**src/hw/rtl/gfc_pkg.sv**
```systemverilog
// Shared types, constants and lookup functions for the gated frequency counter.
// Used by gated_frequency_counter_bcd_display and tb_top; depends on nothing else.
package gfc_pkg;

    localparam int COUNT_W   = 17;
    localparam int GATE_W    = 24;
    localparam int POS_W     = 4;
    localparam int DIGIT_W   = 4;

    localparam logic [COUNT_W-1:0] COUNT_LIMIT    = 17'd99999;
    localparam logic [GATE_W-1:0]  GATE_RESET     = 24'd1000000;

    localparam logic [7:0] CMD_CLEAR  = 8'h01;
    localparam logic [7:0] CHAR_ZERO  = 8'd48;
    localparam logic [7:0] CHAR_SPACE = 8'h20;
    localparam logic [7:0] CHAR_H     = 8'h48;
    localparam logic [7:0] CHAR_Z     = 8'h7A;

    // Write positions within one display run
    localparam logic [POS_W-1:0] POS_CLEAR  = 4'd0;
    localparam logic [POS_W-1:0] POS_D4     = 4'd1;
    localparam logic [POS_W-1:0] POS_D3     = 4'd2;
    localparam logic [POS_W-1:0] POS_SPACE1 = 4'd3;
    localparam logic [POS_W-1:0] POS_D2     = 4'd4;
    localparam logic [POS_W-1:0] POS_D1     = 4'd5;
    localparam logic [POS_W-1:0] POS_D0     = 4'd6;
    localparam logic [POS_W-1:0] POS_SPACE2 = 4'd7;
    localparam logic [POS_W-1:0] POS_H      = 4'd8;
    localparam logic [POS_W-1:0] POS_Z      = 4'd9;
    localparam logic [POS_W-1:0] POS_LAST   = POS_Z;

    typedef enum logic [2:0] {
        S_IDLE = 3'b001,
        S_CONV = 3'b010,
        S_SEND = 3'b100
    } t_state;

    // Decimal weight of a digit position
    function automatic logic [COUNT_W-1:0] f_pos_weight(input logic [POS_W-1:0] pos);
        logic [COUNT_W-1:0] w;
        unique case (pos)
            POS_D4:  w = 17'd10000;
            POS_D3:  w = 17'd1000;
            POS_D2:  w = 17'd100;
            POS_D1:  w = 17'd10;
            POS_D0:  w = 17'd1;
            default: w = '0;
        endcase
        return w;
    endfunction

    function automatic logic f_pos_is_digit(input logic [POS_W-1:0] pos);
        logic d;
        unique case (pos)
            POS_D4, POS_D3, POS_D2, POS_D1, POS_D0: d = 1'b1;
            default:                                d = 1'b0;
        endcase
        return d;
    endfunction

    // Fixed byte for the non-digit positions
    function automatic logic [7:0] f_pos_char(input logic [POS_W-1:0] pos);
        logic [7:0] c;
        unique case (pos)
            POS_CLEAR:          c = CMD_CLEAR;
            POS_SPACE1, POS_SPACE2: c = CHAR_SPACE;
            POS_H:              c = CHAR_H;
            POS_Z:              c = CHAR_Z;
            default:            c = CHAR_SPACE;
        endcase
        return c;
    endfunction

endpackage

```
**src/hw/rtl/gated_frequency_counter_bcd_display.sv**
```systemverilog
// Gated frequency counter: edge counting, gate timing and display write sequencer.
// Depends on gfc_pkg.
//
// One signal sample is taken per input transfer and rising edges are counted over
// a gate of gate_ticks samples (a value of 0 acts as 1). A sample that does not
// close the gate leaves the block ready, so samples may arrive back to back.
// On the sample that closes the gate the block stops accepting samples and emits
// ten display writes: clear command, five count digits with a space before the
// hundreds, then space, 'H', 'z', with tlast on the final write. The digits come
// from one shared 17-bit compare-and-subtract unit that peels one decimal weight
// per cycle; a sink stall lengthens the run. tuser carries register_select: 0 for
// the command, 1 for characters.
module gated_frequency_counter_bcd_display (
    input  logic        i_clk,
    input  logic        i_rst_n,
    // gate_ticks register
    input  logic        i_cfg_we,
    input  logic [23:0] i_cfg_wdata,
    // sample stream
    input  logic        s_axis_tvalid,
    output logic        s_axis_tready,
    input  logic [7:0]  s_axis_tdata,   // [0] signal_level, [7:1] zero
    // display write stream
    output logic        m_axis_tvalid,
    input  logic        m_axis_tready,
    output logic [7:0]  m_axis_tdata,   // [7:0] lcd_byte
    output logic        m_axis_tuser,   // [0] register_select
    output logic        m_axis_tlast
);

    gfc_pkg::t_state                   r_state, n_state;
    logic [gfc_pkg::GATE_W-1:0]        r_gate_ticks;
    logic                              r_prior_level;
    logic [gfc_pkg::COUNT_W-1:0]       r_edge_count, n_edge_count;
    logic [gfc_pkg::GATE_W-1:0]        r_gate_elapsed, n_gate_elapsed;
    logic [gfc_pkg::COUNT_W-1:0]       r_rest, n_rest;
    logic [gfc_pkg::DIGIT_W-1:0]       r_digit, n_digit;
    logic [gfc_pkg::POS_W-1:0]         r_pos, n_pos;
    logic [7:0]                        r_byte, n_byte;
    logic                              r_rs, n_rs;
    logic                              r_last, n_last;

    logic                              s_fire;
    logic                              level;
    logic                              edge_seen;
    logic [gfc_pkg::GATE_W-1:0]        gate_limit;
    logic [gfc_pkg::GATE_W-1:0]        elapsed_inc;
    logic                              gate_close;
    logic [gfc_pkg::COUNT_W-1:0]       weight;
    logic                              take_weight;

    assign s_axis_tready = (r_state == gfc_pkg::S_IDLE);
    assign s_fire        = s_axis_tvalid && s_axis_tready;
    assign level         = s_axis_tdata[0];
    assign edge_seen     = level && !r_prior_level;
    assign gate_limit    = (r_gate_ticks == '0) ? {{(gfc_pkg::GATE_W-1){1'b0}}, 1'b1}
                                                : r_gate_ticks;
    assign elapsed_inc   = r_gate_elapsed + 1'b1;
    assign gate_close    = (elapsed_inc >= gate_limit) || (elapsed_inc == '0);

    // Shared compare-and-subtract unit
    assign weight        = gfc_pkg::f_pos_weight(r_pos);
    assign take_weight   = gfc_pkg::f_pos_is_digit(r_pos) && (r_rest >= weight);

    assign m_axis_tvalid = (r_state == gfc_pkg::S_SEND);
    assign m_axis_tdata  = r_byte;
    assign m_axis_tuser  = r_rs;
    assign m_axis_tlast  = r_last;

    always_comb begin
        n_state        = r_state;
        n_edge_count   = r_edge_count;
        n_gate_elapsed = r_gate_elapsed;
        n_rest         = r_rest;
        n_digit        = r_digit;
        n_pos          = r_pos;
        n_byte         = r_byte;
        n_rs           = r_rs;
        n_last         = r_last;
        unique case (r_state)
            gfc_pkg::S_IDLE: begin
                if (s_fire) begin
                    if (gate_close) begin
                        // latch the finished count, restart with this tick's edge
                        n_rest         = r_edge_count;
                        n_edge_count   = {{(gfc_pkg::COUNT_W-1){1'b0}}, edge_seen};
                        n_gate_elapsed = '0;
                        n_pos          = gfc_pkg::POS_CLEAR;
                        n_digit        = '0;
                        n_state        = gfc_pkg::S_CONV;
                    end else begin
                        n_gate_elapsed = elapsed_inc;
                        if (edge_seen && (r_edge_count < gfc_pkg::COUNT_LIMIT)) begin
                            n_edge_count = r_edge_count + 1'b1;
                        end
                    end
                end
            end
            gfc_pkg::S_CONV: begin
                if (take_weight) begin
                    n_rest  = r_rest - weight;
                    n_digit = r_digit + 1'b1;
                end else begin
                    if (gfc_pkg::f_pos_is_digit(r_pos)) begin
                        n_byte = gfc_pkg::CHAR_ZERO
                               + {{(8-gfc_pkg::DIGIT_W){1'b0}}, r_digit};
                    end else begin
                        n_byte = gfc_pkg::f_pos_char(r_pos);
                    end
                    n_rs    = (r_pos != gfc_pkg::POS_CLEAR);
                    n_last  = (r_pos == gfc_pkg::POS_LAST);
                    n_state = gfc_pkg::S_SEND;
                end
            end
            gfc_pkg::S_SEND: begin
                if (m_axis_tready) begin
                    if (r_pos == gfc_pkg::POS_LAST) begin
                        n_state = gfc_pkg::S_IDLE;
                    end else begin
                        n_pos   = r_pos + 1'b1;
                        n_digit = '0;
                        n_state = gfc_pkg::S_CONV;
                    end
                end
            end
            default: begin
                n_state = gfc_pkg::S_IDLE;
            end
        endcase
    end

    always_ff @(posedge i_clk) begin
        if (!i_rst_n) begin
            r_state        <= gfc_pkg::S_IDLE;
            r_gate_ticks   <= gfc_pkg::GATE_RESET;
            r_prior_level  <= 1'b0;
            r_edge_count   <= '0;
            r_gate_elapsed <= '0;
        end else begin
            r_state        <= n_state;
            r_edge_count   <= n_edge_count;
            r_gate_elapsed <= n_gate_elapsed;
            if (s_fire) begin
                r_prior_level <= level;
            end
            if (i_cfg_we) begin
                r_gate_ticks <= i_cfg_wdata;
            end
        end
    end

    always_ff @(posedge i_clk) begin
        r_rest  <= n_rest;
        r_digit <= n_digit;
        r_pos   <= n_pos;
        r_byte  <= n_byte;
        r_rs    <= n_rs;
        r_last  <= n_last;
    end

endmodule

```
**config.mk**
```make
export PLATFORM = sky130hd
export DESIGN_NAME = gated_frequency_counter_bcd_display
export DESIGN_NICKNAME = d
export VERILOG_FILES = /design/src/hw/rtl/gfc_pkg.sv /design/src/hw/rtl/gated_frequency_counter_bcd_display.sv
export SDC_FILE = /design/constraint.sdc
export NUM_CORES = 1
export LEC_CHECK = 0
export BUFFER_PORTS_ARGS = -buffer_cell sky130_fd_sc_hd__buf_2
export CAP_MARGIN = 20
export CORE_MARGIN = 2
export CORE_UTILIZATION = 57
export DETAILED_ROUTE_END_ITERATION = 10
export PLACE_DENSITY_LB_ADDON = 0.12
export SLEW_MARGIN = 5
export SYNTH_ARGS = -nofsm -noshare
export SYNTH_HDL_FRONTEND = slang
export SYNTH_SLANG_ARGS = --single-unit
```
**constraint.sdc**
```tcl
create_clock -name i_clk -period 10.1 [get_ports i_clk]
set_input_delay 1.01 -clock i_clk [delete_from_list [all_inputs] [get_ports i_clk]]
set_output_delay 1.01 -clock i_clk [all_outputs]
set_load 0.005 [all_outputs]
```
==> impl_metrics.csv <==
group,metric,value,unit
power,p_switching,263,uW
power,ir_drop,0.000135,V
grt,grt_use_total,24.4,%
floorplan,die_area,0.0127,sq mm
yosys,synth_seq_cells,103,
outcome,status,"finished clean",
sta,rsz0062_at_grt,"false",
worst_setup_path,crit_type,"flip-flop to flip-flop",
power,p_clk_share,36.7,%
worst_setup_path,worstPathArrival,4.49,ns
worst_setup_path,cp.required,10.10,ns
yosys,synthTopCellsByArea,"dfxtp_1 21%, edfxtp_1 15%, ha_1 8.0%",
yosys,syn-num-nets,869,
clock_tree,cts_setup_buffers,0,
grt,grt_pass1_wl,25300,um
clock_tree,clkSinkCount,103,
grt,antenna_found_initial,0,
cells_and_area,layout.cells.non_filler,951,
power,power.share.switching,28.3,%
placed_design,dpl.hpwl,11000,um
power,power.internal,666,uW
clock_tree,cts_max_path_buffers,2,
sta,fin_skew,0.0119,ns
clock_tree,ctsHoldBuffers,0,
sta,finalHoldViolCount,0,
clock_tree,htree_levels,3,
sta,period_share,44.4,%
sta,worstMarginPinSlew,0.894,ns
yosys,yosysMostFrequentCell,"nand2_1",
hold_path,hold_class,"flip-flop to flip-flop",
cells_and_area,fin_util,62.8,%
yosys,synth_area,0.00673,sq mm
drt,vias_per_cell,6.02,
floorplan,dieWidth,113,um
power,p_seq_share,50.2,%
sta,drv_slew,0,
drt,post-route-drc-count,0,
sta,min_period,4.49,ns
grt,grt_max_degree,55,
hold_path,hold_path_depth,2,
yosys,synth-main-ff-cell,"dfxtp_1",
placed_design,gp_congestion,0.860,
sta,tns,0,ns
drt,wl_per_cell,16.3,um
clock_tree,worstSkewPairLatency,0.37,ns
placed_design,portBuffers,40,
yosys,synthCells,788,
floorplan,core,0.0115,sq mm
cells_and_area,diodes,0,
power,powerDensity,129,mW/mm^2
placed_design,placed_area,0.00689,sq mm
yosys,synth_top_area_share,20.5,%
worst_setup_path,start_kind,"flip-flop",
flow_run,drv_cap,0,
sta,setup_viol,0,
cells_and_area,drive_gt1_share,9.90,%
power,p_comb_share,13.1,%
worst_setup_path,cp_max_fo,39,
cells_and_area,syn2layout_area_growth,6.89,%
yosys,synth-edff-count,34,
clock_tree,clk_pin_slew_worst_paths,0.07,ns
clock_tree,cts_made_buffers,9,
drt,wl,15500,um
clock_tree,cts_tree,"done",
grt,first_global_vias,5496,
yosys,syn_avg_cell_area,8.55,sq um
cells_and_area,num-nets-final,884,
drt,ant_nets,0,
placed_design,dp.cells,934,
floorplan,ios,49,
floorplan,row_count,39,
yosys,yosys.area.top_type,"dfxtp_1",
drt,drt_iter0_drc,275,
floorplan,initial_core_util,58.7,%
drt,vias,5727,
yosys,async_reset_ff_share,0,%
yosys,synthDistinctLibCells,66,
sta,fmax,0.223,GHz
yosys,synth-warning-count,0,
cells_and_area,design_area,0.00720,sq mm
yosys,synth_top_cells_by_count,"87 x nand2_1, 69 x dfxtp_1, 58 x nor2_1",
drt,drtPass1Iterations,4,
sta,whs,0.464,ns
floorplan,die_y,113,um
clock_tree,cts-resized-gates,0,
yosys,yosysSeqAreaShare,35.7,%
grt,globalRoute.totalOverflow,0,
sta,relSlewSlack,40.4,%
power,p_leak,2.93,nW
clock_tree,root_buffer,"clkbuf_16",
worst_setup_path,r2r_cells,13,
worst_setup_path,worstSetupEndpointType,"flip-flop",
## cell families after synthesis
group                    count (synthesis)  share of synthesized area [%]
AND/OR/NAND/NOR                        308                           24.0
AO/OA/AOI/OAI                          173                           16.2
flip-flops                             103                           35.7
buffers and inverters                   96                           7.08
adder cells (fa/ha/maj)                 44                           8.29
XOR/XNOR                                38                           4.94
multiplexers                            25                           3.72
other                                    1                         0.0557
## flip-flops by register name, indices dropped and copies added, names as in the netlist
signal and cells:
m_axis_tdata 7, m_axis_tlast 1, m_axis_tuser 1, r_digit 4, r_edge_count 17, r_gate_elapsed 24
r_gate_ticks 24, r_pos 4, r_prior_level 1, r_rest 17, r_state 3
## placed cells by master (no fill, tap or decap), drive strengths merged, types with 9 or more instances in the layout
cell	instances
a21o	10
a21oi	46
a31oi	10
and2	13
buf	47
clkbuf	9
dfxtp	69
edfxtp	34
ha	43
inv	56
mux2i	25
nand2	88
nand3	31
nand4	17
nor2	59
nor2b	19
nor3	16
nor4	16
o211ai	21
o21ai	44
or3	10
xnor2	22
xor2	16
## final cells by class
type / count / area [sq um]
fill: 993 / 4270
multi-input combinational: 589 / 3860
sequential: 103 / 2400
timing repair buffer: 47 / 273
clock buffer: 9 / 225
inverter: 53 / 199
tap: 143 / 179
clock inverter: 7 / 56.3
## final timing paths
path | startpoint | endpoint | slack [ns]
worst min register to register | r_prior_level | r_prior_level | 0.46
worst min-delay path | r_prior_level | r_prior_level | 0.46
worst max-delay path | r_gate_elapsed[0] | r_pos[0] | 5.61
worst max register to register | r_gate_elapsed[0] | r_pos[0] | 5.61
## per-layer routing
| layer | global-route usage [%] | wire (um) | vias up | share of wire (%) |
|---|---|---|---|---|
| met4 | 11.8 | 380 | 0 | 2.5 |
| met2 | 43.9 | 7950 | 137 | 51 |
| met1 | 28.4 | 6640 | 2710 | 43 |
| met3 | 3.59 | 500 | 31 | 3.2 |
| li1 | - | - | 2849 | - |
| met5 | 0 | 0 | - | 0 |
## power groups by stage
stage | registers, mW | logic [mW] | clock network (mW)
finish | 0.467 | 0.122 | 0.341
global route | 0.469 | 0.136 | 0.357
global placement | 0.474 | 0.114 | 0
detailed placement | 0.476 | 0.119 | 0
CTS | 0.466 | 0.120 | 0.346
floorplan | 0.468 | 0.0942 | 0
## worst max-delay path: stages, from the launching register on
cell and delay, ns:
dfxtp_1 0.54, ha_1 0.42, nand4_1 0.22, nor3_1 0.38
xor2_1 0.17, ha_1 0.34, and4_1 0.21, nand2_1 0.06
a221o_1 0.26, a31o_2 0.24, o211ai_1 0.29, a21oi_2 0.09
buf_4 0.30, o21ai_0 0.59
## stage by stage
step	setup slack, ns	total power, mW
final	5.61	0.929
after global routing	5.35	0.962
after CTS	5.61	0.932
after detailed placement	5.61	0.595
after global placement	5.71	0.588
after floorplan	5.56	0.562
(Power assumes the default switching activity.)
